[config.mk]
export PLATFORM = sky130hd
export DESIGN_NAME = hall_six_step_commutator
export DESIGN_NICKNAME = d
export VERILOG_FILES = /design/src/hdl/hsc_pkg.sv /design/src/hdl/hall_six_step_commutator.sv /design/src/hdl/hsc_input_stage.sv /design/src/hdl/hsc_tracker.sv
export SDC_FILE = /design/constraint.sdc
export NUM_CORES = 1
export LEC_CHECK = 0
export BUFFER_PORTS_ARGS = -buffer_cell sky130_fd_sc_hd__buf_2
export CAP_MARGIN = 20
export CORE_MARGIN = 2
export CORE_UTILIZATION = 60
export CTS_BUF_LIST = sky130_fd_sc_hd__clkbuf_8
export DETAILED_ROUTE_END_ITERATION = 10
export PLACE_DENSITY = 0.93
export SLEW_MARGIN = 15
export SYNTH_ARGS = -nofsm -noshare
export SYNTH_HDL_FRONTEND = slang
export SYNTH_HIERARCHICAL = 1
export SYNTH_SLANG_ARGS = --single-unit
export TNS_END_PERCENT = 10
[constraint.sdc]
create_clock -name clk -period 16.6 [get_ports clk]
set_input_delay 3.32 -clock clk [delete_from_list [all_inputs] [get_ports clk]]
set_output_delay 3.32 -clock clk [all_outputs]
set_load 0.02 [all_outputs]
[src/hdl/hsc_pkg.sv]
`timescale 1ns / 1ps

package hsc_pkg;

    localparam int COUNTS_PER_REV_DEF = 24;
    localparam int REV_WIDTH_DEF      = 16;

    localparam int DUTY_W    = 16;
    localparam int IN_DATA_W = 8;
    localparam int OUT_DATA_W = 56;

    typedef enum logic [1:0] {
        PH_NONE = 2'd0,
        PH_U    = 2'd1,
        PH_V    = 2'd2,
        PH_W    = 2'd3
    } phase_t;

    typedef enum logic [0:0] {
        CFG_PWM_DUTY     = 1'b0,
        CFG_DRIVE_ENABLE = 1'b1
    } cfg_idx_t;

    // decoded Hall request, registered input side
    typedef struct packed {
        logic       vld;
        logic       fault;
        logic [2:0] sector;
        phase_t     high;
        phase_t     low;
        logic [3:0] angle;
    } hall_item_t;

    typedef struct packed {
        phase_t      high_phase;
        logic [15:0] high_duty;
        phase_t      low_phase;
        logic        turn_direction;
        logic [2:0]  sector_now;
        logic [15:0] revolution_count;
        logic [4:0]  shaft_position;
        logic [3:0]  angle_step;
        logic        hall_fault;
    } hall_result_t;

endpackage

[src/hdl/hall_six_step_commutator.sv]
`timescale 1ns / 1ps

// Six-step commutator driven by Hall edges. Each request on the input stream
// carries one 3-bit Hall code and yields exactly one result: drive pattern,
// direction, sector, revolution count, shaft position and electrical angle.
// A request is registered and decoded, then folded into the rotor state as
// the result register is loaded; one request per clock is sustained while
// the output is not stalled. While a result waits on the output, the input
// register takes one more request; others stall until the result is taken.
// Codes 0 and 7 set hall_fault and change nothing. With drive_enable low no
// state moves and no phase is driven. Write pwm_duty and drive_enable only
// while no request is in flight.

module hall_six_step_commutator
    import hsc_pkg::*;
#(
    parameter int COUNTS_PER_REV = COUNTS_PER_REV_DEF,
    parameter int REV_WIDTH      = REV_WIDTH_DEF
)
(
    input  logic                  clk,
    input  logic                  rst_n,
    input  logic                  cfg_we,
    input  logic [0:0]            cfg_addr,
    input  logic [DUTY_W-1:0]     cfg_wdata,
    input  logic                  s_axis_tvalid,
    output logic                  s_axis_tready,
    // [2:0] hall_bits, [7:3] zero
    input  logic [IN_DATA_W-1:0]  s_axis_tdata,
    output logic                  m_axis_tvalid,
    input  logic                  m_axis_tready,
    // [1:0] high_phase, [17:2] high_duty, [19:18] low_phase,
    // [20] turn_direction, [23:21] sector_now, [39:24] revolution_count,
    // [44:40] shaft_position, [48:45] angle_step, [49] hall_fault, [55:50] zero
    output logic [OUT_DATA_W-1:0] m_axis_tdata
);

    logic [DUTY_W-1:0] duty_reg;
    logic              enable_reg;
    logic              advance;
    hall_item_t        item;
    hall_result_t      result;

    always_ff @(posedge clk or negedge rst_n)
    begin
        if (!rst_n)
        begin
            duty_reg   <= '0;
            enable_reg <= 1'b0;
        end
        else if (cfg_we)
        begin
            case (cfg_addr)
                CFG_PWM_DUTY:     duty_reg   <= cfg_wdata;
                CFG_DRIVE_ENABLE: enable_reg <= cfg_wdata[0];
                default:          ;
            endcase
        end
    end

    hsc_input_stage u_input (
        .clk           (clk),
        .rst_n         (rst_n),
        .s_axis_tvalid (s_axis_tvalid),
        .s_axis_tready (s_axis_tready),
        .s_axis_tdata  (s_axis_tdata),
        .advance       (advance),
        .item          (item)
    );

    hsc_tracker #(
        .COUNTS_PER_REV (COUNTS_PER_REV),
        .REV_WIDTH      (REV_WIDTH)
    ) u_tracker (
        .clk           (clk),
        .rst_n         (rst_n),
        .item          (item),
        .pwm_duty      (duty_reg),
        .drive_enable  (enable_reg),
        .m_axis_tready (m_axis_tready),
        .m_axis_tvalid (m_axis_tvalid),
        .advance       (advance),
        .result        (result)
    );

    assign m_axis_tdata = {
        6'd0,
        result.hall_fault,
        result.angle_step,
        result.shaft_position,
        result.revolution_count,
        result.sector_now,
        result.turn_direction,
        result.low_phase,
        result.high_duty,
        result.high_phase
    };

endmodule

[src/hdl/hsc_input_stage.sv]
`timescale 1ns / 1ps

module hsc_input_stage
    import hsc_pkg::*;
(
    input  logic                 clk,
    input  logic                 rst_n,
    input  logic                 s_axis_tvalid,
    output logic                 s_axis_tready,
    input  logic [IN_DATA_W-1:0] s_axis_tdata,
    input  logic                 advance,
    output hall_item_t           item
);

    logic       in_vld_reg;
    logic [2:0] hall_reg;

    assign s_axis_tready = !in_vld_reg || advance;

    always_ff @(posedge clk or negedge rst_n)
    begin
        if (!rst_n)
        begin
            in_vld_reg <= 1'b0;
        end
        else if (s_axis_tready)
        begin
            in_vld_reg <= s_axis_tvalid;
        end
    end

    always_ff @(posedge clk)
    begin
        if (s_axis_tvalid && s_axis_tready)
        begin
            hall_reg <= s_axis_tdata[2:0];
        end
    end

    // Hall code -> sector, six-step pattern, angle and fault flag
    always_comb
    begin
        item.vld    = in_vld_reg;
        item.fault  = 1'b0;
        item.sector = 3'd0;
        item.high   = PH_NONE;
        item.low    = PH_NONE;
        item.angle  = 4'd0;
        case (hall_reg)
            3'd1:
            begin
                item.sector = 3'd0; item.high = PH_U; item.low = PH_W; item.angle = 4'd11;
            end
            3'd2:
            begin
                item.sector = 3'd4; item.high = PH_V; item.low = PH_U; item.angle = 4'd3;
            end
            3'd3:
            begin
                item.sector = 3'd5; item.high = PH_V; item.low = PH_W; item.angle = 4'd1;
            end
            3'd4:
            begin
                item.sector = 3'd2; item.high = PH_W; item.low = PH_V; item.angle = 4'd7;
            end
            3'd5:
            begin
                item.sector = 3'd1; item.high = PH_U; item.low = PH_V; item.angle = 4'd9;
            end
            3'd6:
            begin
                item.sector = 3'd3; item.high = PH_W; item.low = PH_U; item.angle = 4'd5;
            end
            default:
            begin
                item.fault = 1'b1;
            end
        endcase
    end

endmodule

[src/hdl/hsc_tracker.sv]
`timescale 1ns / 1ps

module hsc_tracker
    import hsc_pkg::*;
#(
    parameter int COUNTS_PER_REV = COUNTS_PER_REV_DEF,
    parameter int REV_WIDTH      = REV_WIDTH_DEF
)
(
    input  logic              clk,
    input  logic              rst_n,
    input  hall_item_t        item,
    input  logic [DUTY_W-1:0] pwm_duty,
    input  logic              drive_enable,
    input  logic              m_axis_tready,
    output logic              m_axis_tvalid,
    output logic              advance,
    output hall_result_t      result
);

    localparam int POS_W = $clog2(COUNTS_PER_REV);
    localparam int PW    = POS_W + 2;
    // position jump when the signed revolution count wraps
    localparam longint unsigned WRAP_ADJ =
        ((64'd6) << REV_WIDTH) % 64'(COUNTS_PER_REV);
    localparam logic signed [PW-1:0] CPR_S = PW'(COUNTS_PER_REV);
    localparam logic signed [PW-1:0] ADJ_S = PW'(WRAP_ADJ);
    localparam logic [REV_WIDTH-1:0] REV_MAX = {1'b0, {(REV_WIDTH-1){1'b1}}};
    localparam logic [REV_WIDTH-1:0] REV_MIN = {1'b1, {(REV_WIDTH-1){1'b0}}};

    logic [2:0]           sector_reg, sector_next;
    logic [REV_WIDTH-1:0] rev_reg, rev_next;
    logic                 dir_reg, dir_next;
    phase_t               high_reg, high_next;
    phase_t               low_reg, low_next;
    logic [3:0]           angle_reg, angle_next;
    logic [POS_W-1:0]     pos_reg, pos_next;
    logic                 out_vld_reg;
    hall_result_t         res_reg, res_next;

    logic                 step_en;
    logic                 upd;
    logic signed [3:0]    diff;
    logic signed [3:0]    step;
    logic                 wrap_fwd;
    logic                 wrap_bwd;
    logic signed [PW-1:0] p0, p1, p2;
    logic [REV_WIDTH+15:0] rev_ext;
    logic [POS_W+4:0]     pos_ext;

    assign advance       = !out_vld_reg || m_axis_tready;
    assign step_en       = item.vld && advance;
    assign upd           = step_en && drive_enable && !item.fault;
    assign m_axis_tvalid = out_vld_reg;
    assign result        = res_reg;

    assign diff     = $signed({1'b0, item.sector}) - $signed({1'b0, sector_reg});
    assign wrap_fwd = diff < -4'sd3;
    assign wrap_bwd = diff > 4'sd3;

    always_comb
    begin
        if (wrap_fwd)
            step = diff + 4'sd6;
        else if (wrap_bwd)
            step = diff - 4'sd6;
        else
            step = diff;

        p0 = $signed({2'b00, pos_reg}) + PW'(step);
        if (p0 < 0)
            p1 = p0 + CPR_S;
        else if (p0 >= CPR_S)
            p1 = p0 - CPR_S;
        else
            p1 = p0;

        p2 = p1;
        if (wrap_fwd && (rev_reg == REV_MAX))
        begin
            p2 = p1 - ADJ_S;
            if (p2 < 0)
                p2 = p2 + CPR_S;
        end
        else if (wrap_bwd && (rev_reg == REV_MIN))
        begin
            p2 = p1 + ADJ_S;
            if (p2 >= CPR_S)
                p2 = p2 - CPR_S;
        end
    end

    always_comb
    begin
        sector_next = sector_reg;
        rev_next    = rev_reg;
        dir_next    = dir_reg;
        high_next   = high_reg;
        low_next    = low_reg;
        angle_next  = angle_reg;
        pos_next    = pos_reg;
        if (upd)
        begin
            sector_next = item.sector;
            high_next   = item.high;
            low_next    = item.low;
            angle_next  = item.angle;
            pos_next    = p2[POS_W-1:0];
            if (wrap_bwd)
            begin
                dir_next = 1'b1;
                rev_next = rev_reg - REV_WIDTH'(1);
            end
            else if (wrap_fwd)
            begin
                dir_next = 1'b0;
                rev_next = rev_reg + REV_WIDTH'(1);
            end
            else if (diff > 0)
                dir_next = 1'b0;
            else if (diff < 0)
                dir_next = 1'b1;
        end
    end

    assign rev_ext = {16'd0, rev_next};
    assign pos_ext = {5'd0, pos_next};

    always_comb
    begin
        if (drive_enable && (high_next != PH_NONE))
        begin
            res_next.high_phase = high_next;
            res_next.high_duty  = pwm_duty;
            res_next.low_phase  = low_next;
        end
        else
        begin
            res_next.high_phase = PH_NONE;
            res_next.high_duty  = '0;
            res_next.low_phase  = PH_NONE;
        end
        res_next.turn_direction   = dir_next;
        res_next.sector_now       = sector_next;
        res_next.revolution_count = rev_ext[15:0];
        res_next.shaft_position   = pos_ext[4:0];
        res_next.angle_step       = angle_next;
        res_next.hall_fault       = item.fault;
    end

    always_ff @(posedge clk or negedge rst_n)
    begin
        if (!rst_n)
        begin
            sector_reg  <= '0;
            rev_reg     <= '0;
            dir_reg     <= 1'b0;
            high_reg    <= PH_NONE;
            low_reg     <= PH_NONE;
            angle_reg   <= '0;
            pos_reg     <= '0;
            out_vld_reg <= 1'b0;
        end
        else
        begin
            sector_reg <= sector_next;
            rev_reg    <= rev_next;
            dir_reg    <= dir_next;
            high_reg   <= high_next;
            low_reg    <= low_next;
            angle_reg  <= angle_next;
            pos_reg    <= pos_next;
            if (advance)
                out_vld_reg <= item.vld;
        end
    end

    always_ff @(posedge clk)
    begin
        if (step_en)
            res_reg <= res_next;
    end

    assert property (@(posedge clk) disable iff (!rst_n)
        {1'b0, pos_reg} < (POS_W+1)'(COUNTS_PER_REV))
        else $error("shaft position out of range");

    assert property (@(posedge clk) disable iff (!rst_n)
        (step_en && (!drive_enable || item.fault)) |=>
            ($stable(rev_reg) && $stable(sector_reg) && $stable(pos_reg)))
        else $error("state moved on a disabled or faulted request");

    // a wrap always lands in sectors 0, 1 (forward) or 4, 5 (backward)
    assert property (@(posedge clk) disable iff (!rst_n)
        !$stable(rev_reg) |-> ((sector_reg != 3'd2) && (sector_reg != 3'd3)))
        else $error("revolution count changed away from the 5/0 boundary");

endmodule
== After elaboration in Yosys (flattened, before gate mapping) ==
Index checks and enable logic that the tools add are counted.
Operators by class
  add/subtract/negate cells: 10
  magnitude comparators: 8
  equal/unequal tests: 8
  muxes and demuxes: 23
  bitwise operators: 1
  reduce and logical (&&, ||, !) cells: 15
Operators with widths (count)
  11-bit one-hot mux with 6 select lines: 1
  16-bit 2-to-1 mux: 3
  5-bit 2-to-1 mux: 5
  16-bit by 1-bit adder with 16-bit output (second input constant): 1
  16-bit by 15-bit equality test with 1-bit output (second input constant): 1
  16-bit equality test (second input constant): 1
  16-bit by 1-bit subtractor with 16-bit output (second input constant): 1
  7-bit by 6-bit greater-or-equal comparator with 1-bit output (second input constant): 2
  7-bit by 1-bit < comparator with 1-bit output (second input constant): 2
  7-bit 2-to-1 mux: 2
  4-bit 2-to-1 mux: 3
  3-bit equality test (second input constant): 3
  6-bit by 4-bit adder with 7-bit output: 1
  7-bit by 6-bit adder with 7-bit output (second input constant): 1
  1-bit logical AND: 7
  7-bit by 6-bit subtractor with 7-bit output (second input constant): 1
  3-bit by 2-bit equality test with 1-bit output (second input constant): 2
  1-bit 2-to-1 mux: 6
  6-bit OR reduction: 1
  5-bit by 4-bit adder with 5-bit output (second input constant): 1
  5-bit by 4-bit subtractor with 5-bit output (second input constant): 1
  4-bit adder (second input constant): 1
  4-bit by 1-bit greater-than comparator with 1-bit output (second input constant): 1
  4-bit by 3-bit greater-than comparator with 1-bit output (second input constant): 1
  12 further kinds: 16
Word-level totals
  register bits: 105
  bits of input ports: 30
  output and inout port bits: 58
  logic and storage cells: 86

== Longest topological paths before layout ==
  depth after elaboration: 15
  depth in mapped cells: 27
  gate-level depth less buffers: 26

== Modules after synthesis ==
Netlist, hierarchy kept.
By module, submodules not included
  hsc_tracker: instances 1, cells each 369, area each 4164.0 um^2, seq. area each 2352.3 um^2
  hall_six_step_commutator: instances 1, cells each 45, area each 752.0 um^2, seq. area each 425.4 um^2
  hsc_input_stage: instances 1, cells each 30, area each 282.8 um^2, seq. area each 115.1 um^2

== Worst setup path after synthesis ==
No wires, ideal clock.
  path kind: input -> output
  start: in m_axis_tready
  end: out s_axis_tready
  arrival: 3711 ps
  data required time: 13280 ps
  slack: 9569 ps
  cell stages on the path: 2
  buffers on the path: 0
  cells stage by stage: nand2b_1 -> nand2b_1
Between the ends
  cells in the longest elaborated chain, start to end: 2
Ends and longest elaborated chain
  start, declared: line hall_six_step_commutator.sv:31  | input logic m_axis_tready,
  1-bit logical OR: line hsc_tracker.sv:51  | assign advance = !out_vld_reg || m_axis_tready;
  1-bit logical OR: line hsc_input_stage.sv:18  | assign s_axis_tready = !in_vld_reg || advance;
  end, declared: line hall_six_step_commutator.sv:27  | output logic s_axis_tready,
No other way between the ends.

== Worst setup path in the final report ==
  start: in m_axis_tready
  end: out s_axis_tready
Between the ends
  cells in the longest elaborated chain, start to end: 2
Ends and longest elaborated chain
  1-bit logical OR: line hsc_tracker.sv:51
  net advance: line hall_six_step_commutator.sv:40  | logic advance;
  1-bit logical OR: line hsc_input_stage.sv:18
The timed path passes the listed nets, and every way through them passes these cells.

==> impl_metrics.tcl <==
set metrics [dict create \
    cts_tree "built" \
    clkSinkCount 105 \
    netSwitchingPower_uw 559 \
    reg2regPathDepth 24 \
    end_kind "primary output" \
    fin_util_pct 70.1 \
    holdCritPathClass "flop to flop" \
    postRouteAntennaNets 0 \
    numCtsBuffers 9 \
    n_antenna_cell 0 \
    cts_hold_buf 0 \
    seq_area_frac_synth_pct 55.6 \
    cp-start-kind "input port" \
    fin_tns_setup_ns 0 \
    fp.dieArea_sq_um 9430 \
    postSynthCellCount 444 \
    synthDistinctLibCells 67 \
    antenna_found_initial 0 \
    min_period_ns 7.24 \
    crit_arrival_ns 3.92 \
    fin_nets 568 \
    multiInputGateArea_sq_um 2100 \
    finalHoldViolations 0 \
    ys_ff_latch 105 \
    die_w_um 97.1 \
    core_sq_um 8300 \
    die_y_um 97.1 \
    vias 3581 \
    min_path_cells 2 \
    worst_pin_slew_ns 1.08 \
    grt_pass1_vias 3618 \
    routed_wl_um 9980 \
    clk_pin_slew_worst_paths_ns 0.11 \
    p_leak_nw 2.58 \
    p_seq_share_pct 30.5 \
    port_buffers 76 \
    maxSlewViolCount 0 \
    drt_iter0_drc 233 \
    gp_congestion 0.883 \
    num_rows 33 \
    path_class "input port to primary output" \
    cts-resized-gates 0 \
    status "completed" \
    ir_worst_vdd_v 0.000125 \
    largest_reg_flops 50 \
    grt_max_degree 53 \
    root_buffer "clkbuf_8" \
    swShare_pct 43.5 \
    via_per_inst 5.70 \
    pwr-share-clk_pct 12.8 \
    setup_viol 0 \
    grt_pass1_wl_um 16800 \
    area_growth_syn_to_layout_pct 11.8 \
    avgSynthCellArea_sq_um 11.7 \
    post_drt_wl_per_cell_um 15.9 \
    ios 88 \
    worst_hold_slack_ns 0.483 \
    yosys_most_used_dff "edfxtp_1" \
    crit_required_ns 13.28 \
    worstPathMaxFanout 3 \
    clock.fmax_ghz 0.138 \
    rsz0062_at_grt "no" \
    fin_crit_sh_pct 43.6 \
    clk_latency_ns 0.37 \
    htreeDepth 3 \
    overflow 0 \
    drc 0 \
    nFillCells 574 \
    postCtsSetupBuffers 0 \
    power_frac_comb_pct 56.7 \
    dr.pass1.iters 7 \
    relSlewSlack_pct 28.2 \
    synth_edf_count 53 \
    layout-drive-gt1-share_pct 23.9 \
    synthArstFlopShare_pct 49.5 \
    initial_core_util_pct 62.6 \
    grt_usage_pct 22.1 \
    postLayoutCellArea_sq_um 5810 \
    post-dp-hpwl_um 7090 \
    drv_cap 0 \
    power.internal_uw 726 \
    clk_path_buf_depth 2 \
    powerDensity_nw_per_um2 221 \
    yosys_warnings 6 \
    seq_area_sq_um 2890 \
    place_area_sq_um 5600 \
    finalPower_mw 1.28 \
    finalClockSkew_ns 0.0158 \
    synth.cell_area_sq_um 5200 \
]
-- cell type report --
| type | instances | share of cell area [%] |
|---|---|---|
| multi-input combinational | 303 | 36.0 |
| tap | 105 | 2.26 |
| sequential | 105 | 49.8 |
| clock inverter | 7 | 1.53 |
| inverter | 19 | 1.23 |
| clock buffer | 9 | 2.13 |
| timing repair buffer | 80 | 7.06 |
-- power by group through the flow --
stage	sequential, mW	combinational (mW)	clock, mW
after detailed placement	0.395	0.720	0
after global routing	0.400	0.823	0.178
after CTS	0.391	0.725	0.167
after floorplan	0.416	0.553	0
after global placement	0.391	0.678	0
final	0.392	0.729	0.164
-- worst paths after layout --
kind | slack, ns | end | start
worst max register to register | 9.71 | u_tracker/result[9] | u_input/hall_reg[2]
worst max-delay path | 9.36 | s_axis_tready | m_axis_tready
worst min register to register | 0.48 | u_tracker/low_reg[1] | u_tracker/low_reg[1]
min in group asynchronous | 3.06 | u_tracker/pos_reg[4] | rst_n
worst min-delay path | 0.48 | u_tracker/low_reg[1] | u_tracker/low_reg[1]
max in group asynchronous | 13.07 | u_tracker/sector_reg[0] | rst_n
-- critical path: stages --
cell and delay, ns:
buf_2 0.09, nand2b_1 0.16, nand2b_1 0.18, buf_2 0.17
-- cells in the mapped netlist (all sizes together) (4+ instances only) --
cell type  number  area (sq um)
nor4            6          37.5
nor3            8          40.0
clkbuf          8          30.0
xor2            6          60.1
inv            19          71.3
buf            14           129
dfrtp          52          1300
nand2          49           184
a211oi          4          35.0
ha             18           225
mux2i           6          60.1
a21oi          15          75.1
nor2           26           100
nand3          13          65.1
and2           21           131
edfxtp         53          1590
mux2           18           244
xnor2          16           140
nand2b         14          87.6
o21ai          17          88.8
nor2b           8          57.6
-- cells in the final DEF (no fill, tap or decap), types with 3 or more instances in the layout --
master / instances
buf_2: 76
edfxtp_1: 53
dfrtp_1: 52
nand2_1: 49
nor2_1: 25
and2_1: 20
inv_1: 19
ha_1: 18
xnor2_1: 16
a21oi_1: 15
nand2b_1: 14
o21ai_0: 14
nand3_1: 13
mux2_4: 11
clkbuf_8: 9
nor3_1: 8
mux2_2: 7
nor2b_1: 7
conb_1: 6
mux2i_1: 6
nor4_1: 6
xor2_1: 5
buf_4: 4
a211oi_1: 3
o31ai_1: 3
or4_1: 3
nand4_1: 3
a22o_1: 3
and3_1: 3
-- cells by family (layout without fill, tap and decap cells) --
| kind of cell | count (synthesis) | after routing | synth area share, % |
|---|---|---|---|
| other | 1 | 6 | 0.0721 |
| AOI/OAI and AO/OA | 66 | 66 | 8.74 |
| buffers and inverters | 41 | 115 | 4.43 |
| adders and majority gates | 20 | 20 | 5.10 |
| xor gates and xnor gates | 22 | 22 | 3.85 |
| muxes | 24 | 24 | 5.85 |
| and+or+nand+nor | 165 | 165 | 16.3 |
| DFF | 105 | 105 | 55.6 |
-- layer usage --
layer / up-vias / part of all wire, % / global-route usage, %
met5: - / 0 / 0
met4: 0 / 2.6 / 7.15
met1: 1725 / 40 / 28.4
li1: 1699 / - / -
met3: 23 / 6.0 / 5.04
met2: 134 / 51 / 37.4
-- metrics by stage --
stage          cells  worst slack [ns]
2_1_floorplan    449              9.57
3_3_place_gp     612              9.39
3_5_place_dp     612              9.36
4_1_cts          628              9.36
5_1_grt          628              9.22
6_report         628              9.36
No activity file was read; power rests on OpenSTA's default activity.
